===== config.mk =====
export PLATFORM = sky130hd
export DESIGN_NAME = pinned_address_range_set_unit_flat
export DESIGN_NICKNAME = d
export VERILOG_FILES = /design/src/rtl/core/pars_pkg.sv /design/src/rtl/core/pars_req_if.sv /design/src/rtl/core/pars_rsp_if.sv /design/src/rtl/core/pars_ram.sv /design/src/rtl/core/pars_dp.sv /design/src/rtl/core/pars_ctrl.sv /design/src/rtl/core/pinned_address_range_set_unit.sv /design/src/flat_wrapper.sv
export VERILOG_INCLUDE_DIRS = /design/src /design/src/rtl/core
export SDC_FILE = /design/constraint.sdc
export NUM_CORES = 2
export LEC_CHECK = 0
export ABC_AREA = 1
export BUFFER_PORTS_ARGS = -buffer_cell sky130_fd_sc_hd__clkbuf_2
export CORE_MARGIN = 2
export CORE_UTILIZATION = 35
export CTS_BUF_LIST = sky130_fd_sc_hd__clkbuf_16
export DETAILED_ROUTE_END_ITERATION = 10
export PLACE_DENSITY = 0.54
export SYNTH_ARGS = -nofsm -noshare
export SYNTH_HDL_FRONTEND = slang
export SYNTH_SLANG_ARGS = --single-unit

===== constraint.sdc =====
create_clock -name clock -period 8.15 [get_ports clock]
set_clock_uncertainty 0.1 [all_clocks]
set_input_delay 1.63 -clock clock [delete_from_list [all_inputs] [get_ports clock]]
set_output_delay 1.63 -clock clock [all_outputs]
set_load 0.02 [all_outputs]

===== src/rtl/core/pinned_address_range_set_unit_macros.svh =====
// ----------------------------------------------------------------------------
// Assertion macros for the pinned address range set unit
// Concurrent checks that vanish when SYNTH is defined.
// ----------------------------------------------------------------------------
`ifndef PINNED_ADDRESS_RANGE_SET_UNIT_MACROS_SVH
`define PINNED_ADDRESS_RANGE_SET_UNIT_MACROS_SVH
`ifndef SYNTH
`define PARS_ASSERT(lbl, clk, rst, prop, msg) \
   lbl: assert property (@(posedge clk) disable iff (rst) (prop)) else $error(msg);
`define PARS_NEVER(lbl, clk, rst, cond, msg) \
   lbl: assert property (@(posedge clk) disable iff (rst) !(cond)) else $error(msg);
`else
`define PARS_ASSERT(lbl, clk, rst, prop, msg)
`define PARS_NEVER(lbl, clk, rst, cond, msg)
`endif
`endif


===== src/rtl/core/pars_pkg.sv =====
// ----------------------------------------------------------------------------
// Pinned address range set package
// Sizes, operation codes and the controller/datapath interface structs.
// ----------------------------------------------------------------------------
package pars_pkg;

   localparam int CAPACITY    = 16;
   localparam int MAX_RESULTS = 16;
   localparam int ADDR_W      = 48;
   localparam int SIZE_W      = 32;
   localparam int IDX_W       = $clog2(CAPACITY);
   localparam int CNT_W       = $clog2(MAX_RESULTS + 1);

   typedef enum logic [1:0] {
      OP_INSERT  = 2'd0,
      OP_MEMBER  = 2'd1,
      OP_OFFSETS = 2'd2,
      OP_CLEAR   = 2'd3
   } pars_op_type;

   typedef struct packed {
      logic             load;      // capture request word, reset sorter
      logic             rd_en;     // read one table entry
      logic [IDX_W-1:0] rd_idx;
      logic             rsp_load;  // fill the response register
      logic             rsp_emit;  // response comes from the sorter head
   } pars_cmd_type;

   typedef struct packed {
      pars_op_type op;
      logic        cnt_zero;
      logic        cnt_one;
   } pars_sts_type;

endpackage


===== src/rtl/core/pars_req_if.sv =====
// ----------------------------------------------------------------------------
// Request channel
// Valid/ready channel carrying one operation word.
// ----------------------------------------------------------------------------
interface pars_req_if;
   logic                        valid;
   logic                        ready;
   logic [1:0]                  operation;
   logic [pars_pkg::ADDR_W-1:0] address;
   logic [pars_pkg::SIZE_W-1:0] object_size;

   modport source (output valid, operation, address, object_size, input ready);
   modport sink   (input valid, operation, address, object_size, output ready);
endinterface


===== src/rtl/core/pars_rsp_if.sv =====
// ----------------------------------------------------------------------------
// Response channel
// Valid/ready channel carrying one result word.
// ----------------------------------------------------------------------------
interface pars_rsp_if;
   logic                        valid;
   logic                        ready;
   logic                        found;
   logic [pars_pkg::SIZE_W-1:0] offset;
   logic                        last;
   logic                        status;

   modport source (output valid, found, offset, last, status, input ready);
   modport sink   (input valid, found, offset, last, status, output ready);
endinterface


===== src/rtl/core/pars_ram.sv =====
// ----------------------------------------------------------------------------
// Generic RAM
// One write port, one read port with registered read data.
// ----------------------------------------------------------------------------
module pars_ram #(
   parameter int WIDTH = 8,
   parameter int DEPTH = 16
) (
   input  logic                     clock,
   input  logic                     wr_en,
   input  logic [$clog2(DEPTH)-1:0] wr_addr,
   input  logic [WIDTH-1:0]         wr_data,
   input  logic                     rd_en,
   input  logic [$clog2(DEPTH)-1:0] rd_addr,
   output logic [WIDTH-1:0]         rd_data
);

   logic [WIDTH-1:0] mem_ff [DEPTH];
   logic [WIDTH-1:0] rd_data_ff;

   always_ff @(posedge clock) begin
      if (wr_en) begin
         mem_ff[wr_addr] <= wr_data;
      end
      if (rd_en) begin
         rd_data_ff <= mem_ff[rd_addr];
      end
   end

   assign rd_data = rd_data_ff;

endmodule


===== src/rtl/core/pars_dp.sv =====
// ----------------------------------------------------------------------------
// Pinned address range set datapath
// Address table, valid bits, range compare, sorted offset buffer and the
// response register.
// ----------------------------------------------------------------------------
`include "pinned_address_range_set_unit_macros.svh"

module pars_dp (
   input  logic                        clock,
   input  logic                        reset,
   input  pars_pkg::pars_cmd_type      cmd,
   output pars_pkg::pars_sts_type      sts,
   input  logic [1:0]                  req_operation,
   input  logic [pars_pkg::ADDR_W-1:0] req_address,
   input  logic [pars_pkg::SIZE_W-1:0] req_object_size,
   output logic                        rsp_found,
   output logic [pars_pkg::SIZE_W-1:0] rsp_offset,
   output logic                        rsp_last,
   output logic                        rsp_status
);

   // request word
   pars_pkg::pars_op_type       op_ff;
   logic [pars_pkg::ADDR_W-1:0] base_ff;
   logic [pars_pkg::SIZE_W-1:0] size_ff;

   // table
   logic [pars_pkg::CAPACITY-1:0] valid_ff;
   logic [pars_pkg::IDX_W-1:0]    free_idx;
   logic                          full;
   logic [pars_pkg::ADDR_W-1:0]   rd_data;
   logic                          do_write;

   // scan pipeline
   logic                        rd_vld_ff;
   logic                        dup_ff;
   logic                        cand_vld_ff;
   logic [pars_pkg::SIZE_W-1:0] cand_off_ff;
   logic [pars_pkg::ADDR_W:0]   diff;
   logic                        in_range;
   logic                        base_zero;

   // sorted offsets
   logic [pars_pkg::SIZE_W-1:0] offs_ff [pars_pkg::MAX_RESULTS];
   logic [pars_pkg::SIZE_W-1:0] offs_in [pars_pkg::MAX_RESULTS];
   logic [pars_pkg::CNT_W-1:0]  cnt_ff;
   logic [pars_pkg::CNT_W-1:0]  cnt_in;
   logic [pars_pkg::MAX_RESULTS-1:0] gt;
   logic                        pop;
   logic                        drop;

   // response word
   logic                        found_ff;
   logic [pars_pkg::SIZE_W-1:0] offset_ff;
   logic                        last_ff;
   logic                        status_ff;

   pars_ram #(
      .WIDTH (pars_pkg::ADDR_W),
      .DEPTH (pars_pkg::CAPACITY)
   ) u_addr_ram (
      .clock   (clock),
      .wr_en   (do_write),
      .wr_addr (free_idx),
      .wr_data (base_ff),
      .rd_en   (cmd.rd_en),
      .rd_addr (cmd.rd_idx),
      .rd_data (rd_data)
   );

   assign base_zero = (base_ff == '0);
   assign full      = &valid_ff;

   // lowest free slot
   always_comb begin
      free_idx = '0;
      for (int k = pars_pkg::CAPACITY - 1; k >= 0; k--) begin
         if (!valid_ff[k]) begin
            free_idx = pars_pkg::IDX_W'(k);
         end
      end
   end

   // a nonzero insert with no copy is dropped on a full table and written otherwise
   assign drop     = (op_ff == pars_pkg::OP_INSERT) && !base_zero && !dup_ff && full;
   assign do_write = cmd.rsp_load && !cmd.rsp_emit && (op_ff == pars_pkg::OP_INSERT) &&
                     !base_zero && !dup_ff && !full;

   // stored - base is below size exactly when stored lies in [base, base+size)
   assign diff     = {1'b0, rd_data} - {1'b0, base_ff};
   assign in_range = !diff[pars_pkg::ADDR_W] &&
                     (diff[pars_pkg::ADDR_W-1:pars_pkg::SIZE_W] == '0) &&
                     (diff[pars_pkg::SIZE_W-1:0] < size_ff) && !base_zero;

   assign pop = cmd.rsp_load && cmd.rsp_emit;

   always_comb begin
      for (int k = 0; k < pars_pkg::MAX_RESULTS; k++) begin
         gt[k] = (pars_pkg::CNT_W'(k) >= cnt_ff) || (offs_ff[k] > cand_off_ff);
      end
   end

   // sorted insertion: slots above the new offset move up one, the top falls off
   always_comb begin
      offs_in = offs_ff;
      cnt_in  = cnt_ff;
      if (cmd.load) begin
         cnt_in = '0;
      end else if (cand_vld_ff) begin
         if (gt[0]) begin
            offs_in[0] = cand_off_ff;
         end
         for (int k = 1; k < pars_pkg::MAX_RESULTS; k++) begin
            if (gt[k]) begin
               offs_in[k] = gt[k-1] ? offs_ff[k-1] : cand_off_ff;
            end
         end
         if (cnt_ff != pars_pkg::CNT_W'(pars_pkg::MAX_RESULTS)) begin
            cnt_in = pars_pkg::CNT_W'(cnt_ff + 1'b1);
         end
      end else if (pop) begin
         for (int k = 0; k < pars_pkg::MAX_RESULTS - 1; k++) begin
            offs_in[k] = offs_ff[k+1];
         end
         cnt_in = pars_pkg::CNT_W'(cnt_ff - 1'b1);
      end
   end

   always_ff @(posedge clock) begin
      if (reset) begin
         valid_ff    <= '0;
         rd_vld_ff   <= 1'b0;
         dup_ff      <= 1'b0;
         cand_vld_ff <= 1'b0;
         cnt_ff      <= '0;
      end else begin
         if (cmd.load && (pars_pkg::pars_op_type'(req_operation) == pars_pkg::OP_CLEAR)) begin
            valid_ff <= '0;
         end else if (do_write) begin
            valid_ff[free_idx] <= 1'b1;
         end
         rd_vld_ff <= cmd.rd_en && valid_ff[cmd.rd_idx];
         if (cmd.load) begin
            dup_ff <= 1'b0;
         end else if (rd_vld_ff && (rd_data == base_ff)) begin
            dup_ff <= 1'b1;
         end
         cand_vld_ff <= rd_vld_ff && in_range;
         cnt_ff      <= cnt_in;
      end
   end

   always_ff @(posedge clock) begin
      if (cmd.load) begin
         op_ff   <= pars_pkg::pars_op_type'(req_operation);
         base_ff <= req_address;
         size_ff <= req_object_size;
      end
      cand_off_ff <= diff[pars_pkg::SIZE_W-1:0];
      offs_ff     <= offs_in;
      if (cmd.rsp_load) begin
         if (cmd.rsp_emit) begin
            found_ff  <= 1'b1;
            offset_ff <= offs_ff[0];
            last_ff   <= (cnt_ff == pars_pkg::CNT_W'(1));
            status_ff <= 1'b0;
         end else begin
            found_ff  <= (op_ff == pars_pkg::OP_MEMBER) && (cnt_ff != '0);
            offset_ff <= '0;
            last_ff   <= 1'b1;
            status_ff <= drop;
         end
      end
   end

   assign sts.op       = op_ff;
   assign sts.cnt_zero = (cnt_ff == '0);
   assign sts.cnt_one  = (cnt_ff == pars_pkg::CNT_W'(1));

   assign rsp_found  = found_ff;
   assign rsp_offset = offset_ff;
   assign rsp_last   = last_ff;
   assign rsp_status = status_ff;

   `PARS_ASSERT(a_cnt_bound, clock, reset, cnt_ff <= pars_pkg::CNT_W'(pars_pkg::MAX_RESULTS), "offset count above buffer depth")
   `PARS_ASSERT(a_sorted_head, clock, reset, (cnt_ff >= pars_pkg::CNT_W'(2)) |-> (offs_ff[0] < offs_ff[1]), "offset buffer out of order")
   `PARS_NEVER(a_insert_pop, clock, reset, cand_vld_ff && pop, "offset insert collides with emit")

endmodule


===== src/rtl/core/pars_ctrl.sv =====
// ----------------------------------------------------------------------------
// Pinned address range set controller
// Sequences the table scan, pipeline drain and response delivery.
// ----------------------------------------------------------------------------
`include "pinned_address_range_set_unit_macros.svh"

module pars_ctrl (
   input  logic                   clock,
   input  logic                   reset,
   input  logic                   req_valid,
   input  logic [1:0]             req_operation,
   output logic                   req_ready,
   input  logic                   rsp_ready,
   output logic                   rsp_valid,
   output pars_pkg::pars_cmd_type cmd,
   input  pars_pkg::pars_sts_type sts
);

   typedef enum logic [2:0] {
      ST_IDLE,
      ST_SCAN,
      ST_DRAIN_A,
      ST_DRAIN_B,
      ST_FINISH,
      ST_EMIT
   } state_type;

   state_type                  state_ff;
   state_type                  state_in;
   logic [pars_pkg::IDX_W-1:0] idx_ff;
   logic [pars_pkg::IDX_W-1:0] idx_in;
   logic                       rsp_valid_ff;
   logic                       rsp_valid_in;
   logic                       accept;
   logic                       rsp_free;

   assign req_ready = (state_ff == ST_IDLE);
   assign accept    = req_valid && req_ready;
   assign rsp_free  = !rsp_valid_ff || rsp_ready;

   always_comb begin
      state_in     = state_ff;
      idx_in       = idx_ff;
      cmd          = '0;
      cmd.rd_idx   = idx_ff;
      case (state_ff)
         ST_IDLE: begin
            if (accept) begin
               cmd.load = 1'b1;
               idx_in   = '0;
               if (pars_pkg::pars_op_type'(req_operation) == pars_pkg::OP_CLEAR) begin
                  state_in = ST_FINISH;
               end else begin
                  state_in = ST_SCAN;
               end
            end
         end
         ST_SCAN: begin
            cmd.rd_en = 1'b1;
            idx_in    = pars_pkg::IDX_W'(idx_ff + 1'b1);
            if (idx_ff == pars_pkg::IDX_W'(pars_pkg::CAPACITY - 1)) begin
               state_in = ST_DRAIN_A;
            end
         end
         // let the last read pass compare and sort
         ST_DRAIN_A: state_in = ST_DRAIN_B;
         ST_DRAIN_B: state_in = ST_FINISH;
         ST_FINISH: begin
            if ((sts.op == pars_pkg::OP_OFFSETS) && !sts.cnt_zero) begin
               state_in = ST_EMIT;
            end else if (rsp_free) begin
               cmd.rsp_load = 1'b1;
               state_in     = ST_IDLE;
            end
         end
         ST_EMIT: begin
            if (rsp_free) begin
               cmd.rsp_load = 1'b1;
               cmd.rsp_emit = 1'b1;
               if (sts.cnt_one) begin
                  state_in = ST_IDLE;
               end
            end
         end
         default: state_in = ST_IDLE;
      endcase
   end

   assign rsp_valid_in = cmd.rsp_load || (rsp_valid_ff && !rsp_ready);

   always_ff @(posedge clock) begin
      if (reset) begin
         state_ff     <= ST_IDLE;
         idx_ff       <= '0;
         rsp_valid_ff <= 1'b0;
      end else begin
         state_ff     <= state_in;
         idx_ff       <= idx_in;
         rsp_valid_ff <= rsp_valid_in;
      end
   end

   assign rsp_valid = rsp_valid_ff;

   `PARS_ASSERT(a_no_overwrite, clock, reset, cmd.rsp_load |-> (!rsp_valid_ff || rsp_ready), "response word overwritten")
   `PARS_ASSERT(a_busy_after_accept, clock, reset, accept |=> (state_ff != ST_IDLE), "request accepted without work")
   `PARS_ASSERT(a_rsp_hold, clock, reset, (rsp_valid_ff && !rsp_ready) |=> rsp_valid_ff, "response word dropped")

endmodule


===== src/rtl/core/pinned_address_range_set_unit.sv =====
// ----------------------------------------------------------------------------
// Pinned address range set unit
// Up to CAPACITY unique nonzero addresses with insert, clear, membership
// and sorted-offset range queries.
// ----------------------------------------------------------------------------
// Takes one request word at a time. Insert, a membership query and an offsets
// query that finds nothing scan the address RAM one entry per cycle, then let
// the last read pass compare and sort before the single response word. An
// offsets query with hits emits one word per cycle while the receiver is ready,
// up to 16 words in ascending offset order with last set on the final one.
// Clear skips the scan. A full table drops an insert and flags status. The
// response register decouples the channels, so a new request is taken while
// the final response word is still waiting.
module pinned_address_range_set_unit (
   input  logic       clock,
   input  logic       reset,
   pars_req_if.sink   req_bus,
   pars_rsp_if.source rsp_bus
);

   pars_pkg::pars_cmd_type cmd;
   pars_pkg::pars_sts_type sts;

   pars_ctrl u_ctrl (
      .clock         (clock),
      .reset         (reset),
      .req_valid     (req_bus.valid),
      .req_operation (req_bus.operation),
      .req_ready     (req_bus.ready),
      .rsp_ready     (rsp_bus.ready),
      .rsp_valid     (rsp_bus.valid),
      .cmd           (cmd),
      .sts           (sts)
   );

   pars_dp u_dp (
      .clock           (clock),
      .reset           (reset),
      .cmd             (cmd),
      .sts             (sts),
      .req_operation   (req_bus.operation),
      .req_address     (req_bus.address),
      .req_object_size (req_bus.object_size),
      .rsp_found       (rsp_bus.found),
      .rsp_offset      (rsp_bus.offset),
      .rsp_last        (rsp_bus.last),
      .rsp_status      (rsp_bus.status)
   );

endmodule


===== src/flat_wrapper.sv =====
// flat-port wrapper written by rule: the top's interface ports become plain ports
module pinned_address_range_set_unit_flat 
  (clock, reset, req_bus_valid, req_bus_operation, req_bus_address, req_bus_object_size, req_bus_ready, rsp_bus_valid, rsp_bus_found, rsp_bus_offset, rsp_bus_last, rsp_bus_status, rsp_bus_ready);
  pars_req_if req_bus_i ();
  pars_rsp_if rsp_bus_i ();
  input  logic clock;
  input  logic reset;
  input wire logic [$bits(req_bus_i.valid)-1:0] req_bus_valid;
  input wire logic [$bits(req_bus_i.operation)-1:0] req_bus_operation;
  input wire logic [$bits(req_bus_i.address)-1:0] req_bus_address;
  input wire logic [$bits(req_bus_i.object_size)-1:0] req_bus_object_size;
  output wire logic [$bits(req_bus_i.ready)-1:0] req_bus_ready;
  output wire logic [$bits(rsp_bus_i.valid)-1:0] rsp_bus_valid;
  output wire logic [$bits(rsp_bus_i.found)-1:0] rsp_bus_found;
  output wire logic [$bits(rsp_bus_i.offset)-1:0] rsp_bus_offset;
  output wire logic [$bits(rsp_bus_i.last)-1:0] rsp_bus_last;
  output wire logic [$bits(rsp_bus_i.status)-1:0] rsp_bus_status;
  input wire logic [$bits(rsp_bus_i.ready)-1:0] rsp_bus_ready;
  assign req_bus_i.valid = req_bus_valid;
  assign req_bus_i.operation = req_bus_operation;
  assign req_bus_i.address = req_bus_address;
  assign req_bus_i.object_size = req_bus_object_size;
  assign req_bus_ready = req_bus_i.ready;
  assign rsp_bus_valid = rsp_bus_i.valid;
  assign rsp_bus_found = rsp_bus_i.found;
  assign rsp_bus_offset = rsp_bus_i.offset;
  assign rsp_bus_last = rsp_bus_i.last;
  assign rsp_bus_status = rsp_bus_i.status;
  assign rsp_bus_i.ready = rsp_bus_ready;
  pinned_address_range_set_unit u_core (.clock(clock), .reset(reset), .req_bus(req_bus_i), .rsp_bus(rsp_bus_i));
endmodule

# Word level (Yosys, flattened, before mapping)
# Memories as Yosys holds them, arrays and structs flattened. A register that Yosys moved wholly into a read port is not among the register bits.
# Cells that the tools add are included.
[totals] register_bits=693 latch_bits=0 mem_bits_rw=768 mem_bits_ro=0 in_bits=86 out_inout_bits=37 memories=1
[op_classes] add_sub_neg=4 mul=0 div=0 n_lt_le_gt_ge=36 eq_ne=33 shift=0 mux=75 n_bitwise=2 reduce_logical=77
[memory_table] memory="u_core.u_dp.u_addr_ram.mem_ff" words=16 width=48 rd=1 rd_ports_with_merged_regs=1 write_ports=1 line="pars_ram.sv:18" text="logic [WIDTH-1:0] mem_ff [DEPTH];"
[ops] cell="2-to-1 mux 32 bit" n=30
[ops] cell="2-to-1 mux 480 bit" n=2
[ops] cell="greater-than comparator 32 bit" n=16
[ops] cell="2-to-1 mux 4 bit" n=17
[ops] cell="subtractor 48 x 48 -> 49 bit" n=1
[ops] cell="equality test 48 bit" n=1
[ops] cell="logical NOT 48 bit" n=1
[ops] cell="AND reduction 3 bit" n=16
[ops] cell="greater-or-equal comparator 4 x 5 -> 1 bit, first input constant" n=8
[ops] cell="inequality test 2 x 1 -> 1 bit, second input constant" n=18
[ops] cell="< comparator 32 bit" n=1
[ops] cell="logical AND 1 bit" n=21
[ops] cell="2-to-1 mux 3 bit" n=7
[ops] cell="greater-or-equal comparator 3 x 5 -> 1 bit, first input constant" n=4
[ops] cell="logical OR 1 bit" n=18
[ops] cell="one-hot mux 3 bit (6 select lines)" n=1
[ops] cell="logical NOT 16 bit" n=1
[ops] cell="bitwise OR 16 bit" n=1
[ops] cell="AND reduction 16 bit" n=1
[ops] cell="2-to-1 mux 5 bit" n=3
[ops] cell="greater-or-equal comparator 1 x 5 -> 1 bit, first input constant" n=2
[ops] cell="greater-or-equal comparator 2 x 5 -> 1 bit, first input constant" n=2
[ops] cell="< comparator 4 x 5 -> 1 bit, second input constant" n=2
[ops] cell="2-to-1 mux 1 bit" n=10
[ops] cell="other kinds (29)" n=43

# Depth between registers and ports, before layout
[depth] word_depth=21 depth_mapped=28 depth_no_buf=27

# Cells and area by module
# A second synthesis with hierarchy kept.
[hier_totals] hier_cells=9522 area_unflattened_um2=84923.9
[modules_own_cells] module="pars_dp" n_inst=1 cells_each=6272 area_each_um2=49922.9
[modules_own_cells] module="pars_ram" n_inst=1 cells_each=3165 area_each_um2=34469.3
[modules_own_cells] module="pars_ctrl" n_inst=1 cells_each=85 area_each_um2=531.8

# Worst setup path before layout
# OpenSTA, ideal clock, no wires.
[synth_timing] kind="input-to-reg" from="input rsp_bus_ready" to="memory u_core.u_dp.u_addr_ram.mem_ff[5][0] (netlist name) (enable)" t_arrival_ns=5.940 slack_ns=1.597 stages=4 path_buffers=0 cell_sequence="nor2_2 > nor2_4 > nand3_1 > nor3_1"
[synth_lines] element="start, declared" line="flat_wrapper.sv:18" text="input wire logic [$bits(rsp_bus_i.ready)-1:0] rsp_bus_ready;"
[synth_lines] element="end, declared" line="pars_ram.sv:18"

# Worst setup path in the final report
[layout_timing] from="register u_core.u_dp.cand_off_ff[23] (netlist name)" to="register u_core.u_dp.offs_ff[506] (netlist name) (enable)"
[layout_between] elab_chain_len=4
[layout_lines] element="start, declared" line="pars_dp.sv:38" text="logic [pars_pkg::SIZE_W-1:0] cand_off_ff;"
[layout_lines] element="start signal, assigned" line="pars_dp.sv:159" text="cand_off_ff <= diff[pars_pkg::SIZE_W-1:0];"
[layout_lines] element="greater-than comparator 32 bit" line="pars_dp.sv:99" text="gt[k] = (pars_pkg::CNT_W'(k) >= cnt_ff) || (offs_ff[k] > cand_off_ff);"
[layout_lines] element="logical OR 1 bit" line="pars_dp.sv:99"
[layout_lines] element="inequality test 2 x 1 -> 1 bit (no line)"
[layout_lines] element="AND reduction 3 bit (no line)"
[layout_lines] element="end signal, assigned" line="pars_dp.sv:160" text="offs_ff <= offs_in;"
[layout_lines] element="end, declared" line="pars_dp.sv:44" text="logic [pars_pkg::SIZE_W-1:0] offs_ff [pars_pkg::MAX_RESULTS];"
# No other way between the ends.
# A chain may end at the register's enable or synchronous reset.

==> results.yml <==
global_routing:
  grt_antenna_before_repair: 18
  largest_net_degree_at_the_start_of_global_routing: 180
  number_of_global_route_vias_before_repair: 62200
  grt_pass1_wl_um: 421000
  grt_overflow: 0
  grt.total_usage_pct: 23.9
sta:
  period_minus_slack_ps: 5800
  max_slew.worst_pin.slew_ps: 1580
  grt_setup_unrepaired: "false"
  finalHoldViolations: 0
  slew_margin_rel_pct: -6.00
  timing.final.max_slew_violations: 3
  max_fclk_mhz: 172
  setup_total_negative_slack_ps: 0
  worst_setup_slack_final_ps: 2350
  post-route-period-util_pct: 71.2
  report.final.setup_viol: 0
detailed_routing:
  postRouteAntennaNets: 0
  wirelength_um: 288000
  drt-initial-drc-count: 7156
  wl_per_cell_um: 25.0
  detail_route.first_pass.iterations: 6
  detail_route.vias_per_cell: 5.62
  drc: 0
  via_count: 64800
job:
  timing.max_cap.violations: 1
synth:
  synth_largest_area_cell: "edfxtp_1"
  synth_nets: 9053
  post_synth.cell_area_avg_um2: 9.64
  post-synth-top-area-fraction_pct: 53.8
  yosys_register_bits: 1509
  post_synth_main_area_contributors: "edfxtp_1 (54%), ha_1 (9.3%), nand2_1 (7.8%)"
  ys_top_cells_by_count: "nand2_1 (1,670), edfxtp_1 (1,445), o21ai_0 (936), nand3_1 (700), inv_1 (649)"
  synth_warnings: 0
  async_reset_ff_share_pct: 0
  netlist-cell-type-count: 50
  synth_area_mm2: 0.0807
  syn-instance-count: 8369
  synth_top_flop_cell: "edfxtp_1"
  synth_edf_count: 1445
  yosys.cell_count.top_type: "nand2_1"
  ys_seq_area_share_pct: 55.3
critical_path:
  timing.critical_path.from_type: "flop"
  maximum_fanout_count_along_the_critical_path: 33
  timing_worst_setup_path_type: "flop to flop"
  worstSetupEndpointType: "flop"
  crit_required_ps: 8600
  reg2reg_slack_ps: 2350
  worst_ep_arrival_time_ps: 6250
pwr:
  power.share.clock_pct: 30.5
  switching_share_pct: 38.4
  power_frac_seq_pct: 37.5
  net-switching-power_mw: 9.52
  power.ir.vdd_worst_mv: 0.204
  cellPowerDensity_mw_per_mm2: 275
  pwr_total_mw: 24.8
  internal_power_mw: 15.3
  p_leak_nw: 34.7
  power.share.combinational_pct: 32.0
place:
  dp_worst_setup_slack_ps: 2510
  global_placer_s_final_weighted_congestion: 0.975
  detailed_place.area_mm2: 0.0848
  place.port_buffers: 122
  dpl_hpwl_um: 194000
floorplan:
  core_area_mm2: 0.230
  die_area_mm2: 0.234
  die_height_um: 484
  starting_density_of_the_core_pct: 35.1
  rows: 176
  num_io_pins: 123
  die_width_um: 484
cts:
  cts.clk_slew.worst_paths_ps: 60
  cts.path.max_buffers: 3
  post_cts_resized: 0
  clock_sink_count: 1509
  htree_levels: 4
  cts_tree: "done"
  cts_root_buffer: "clkbuf_16"
  cts-buffers-inserted: 172
  cts_hold_buffers: 0
  worstSkewPairLatency_ps: 850
  cts_setup_buffers: 0
status:
  violations_in_the_final_reports: "max-capacitance violations, max-slew violations"
  outcome: "finished with violations"
layout:
  final_area_mm2: 0.0902
  final_layout_size_suffix_gt1_share_pct: 6.91
  fill_count: 22700
  synthToLayoutAreaGrowth_pct: 11.8
  nNetsFinal: 9056
min_path:
  hp-class: "flop to flop"
[cell families (layout without fill, tap and decap cells)]
logic type,count (synthesis),count (layout),share of synthesized area (%)
simple gates,3160,3160,16.3
xor+xnor,32,32,0.347
flops,1509,1509,55.3
buf+inv,1116,1258,5.29
compound gates,1954,1954,13.4
other cells,0,5,0
fa+ha+maj,598,598,9.28
[placed cells by master (no fill, tap or decap), types with 6 or more instances in the layout]
cell type | Yosys | final
a211oi_1 | 11 | 11
a21oi_1 | 609 | 608
buf_12 | 0 | 6
buf_4 | 1 | 159
bufinv_16 | 0 | 9
clkbuf_16 | 0 | 174
clkbuf_2 | 0 | 122
clkinv_1 | 4 | 41
clkinv_16 | 0 | 6
clkinv_2 | 0 | 33
clkinvlp_4 | 0 | 11
dfxtp_1 | 64 | 59
edfxtp_1 | 1445 | 1445
ha_1 | 597 | 597
inv_1 | 649 | 674
inv_2 | 5 | 9
nand2_1 | 1670 | 1666
nand2_2 | 5 | 9
nand3_1 | 700 | 700
nand3b_1 | 6 | 6
nand4_1 | 73 | 73
nor2_1 | 613 | 612
nor3_1 | 49 | 44
nor3_2 | 4 | 8
nor4_1 | 25 | 25
o211ai_1 | 79 | 79
o21a_1 | 26 | 26
o21ai_0 | 936 | 936
o21ai_1 | 50 | 47
o21bai_1 | 8 | 8
o221ai_1 | 145 | 145
o22ai_1 | 63 | 63
xnor2_1 | 8 | 8
xor2_1 | 24 | 22
[final timing paths]
path                               start                  endpoint  depth (start not counted)
max          u_core.u_dp.cand_off_ff[23]  u_core.u_dp.offs_ff[506]                         12
min reg2reg           u_core.u_dp.dup_ff        u_core.u_dp.dup_ff                          2
max reg2reg  u_core.u_dp.cand_off_ff[23]  u_core.u_dp.offs_ff[506]                         12
min                   u_core.u_dp.dup_ff        u_core.u_dp.dup_ff                          2
[per-stage QoR]
stage	cells	hold WS, ps	utilization [%]
floorplan	8369	331	-
global placement	11200	343	36.9
detailed placement	11200	350	36.9
CTS	11500	360	39.3
global route	11500	409	39.3
finish	11500	361	39.3
[layout make-up]
| class | instances | area, um2 | area share [%] |
|---|---|---|---|
| antenna | 5 | 12.5 | 0.0139 |
| tap | 3026 | 3790 | 4.20 |
| timing repair buffer | 287 | 1920 | 2.13 |
| clock buffer | 174 | 4350 | 4.82 |
| multi-input combinational | 5744 | 31900 | 35.3 |
| inverter | 658 | 2510 | 2.78 |
| sequential | 1509 | 44700 | 49.5 |
| clock inverter | 139 | 1090 | 1.20 |
[registers in the layout, indices dropped and copies added (netlist names), 2 cells and up]
signal / flops
u_core.u_dp.op_ff: 2
u_core.u_dp.cnt_ff: 5
u_core.u_dp.u_addr_ram.mem_ff: 768
u_core.u_dp.cand_off_ff: 32
u_core.u_dp.rsp_offset: 32
u_core.u_dp.base_ff: 48
u_core.u_dp.valid_ff: 16
u_core.u_ctrl.idx_ff: 4
u_core.u_dp.size_ff: 32
u_core.u_dp.offs_ff: 512
u_core.u_dp.u_addr_ram.rd_data: 48
u_core.u_ctrl.state_ff: 3
[power groups by stage]
stage                     sequential (mW)  combinational [mW]  clock, mW
after floorplan                      9.29                4.74          0
after global placement               9.43                7.62          0
after detailed placement             9.45                7.74          0
after CTS                            9.29                7.76       7.69
after global routing                 9.33                8.69       7.97
final                                9.29                7.94       7.57
[worst max-delay path, cell delays in order (launching register included)]
cell and delay (ps):
dfxtp_1 340, inv_1 470, buf_4 360, buf_4 230
ha_1 190, nand4_1 180, nor4_1 490, nand4_1 160
nand2_1 980, nand2_1 1150, o21ai_0 470, inv_1 70
buf_4 280
[metal layers]
layer	routed length (um)	GRT usage, %	up-vias
li1	-	-	29800
met2	133000	38.2	2664
met3	22600	4.45	545
met5	79	0	-
met4	12700	10.1	12
met1	120000	31.7	31800
Note: power is estimated with default switching activity, not from simulation.
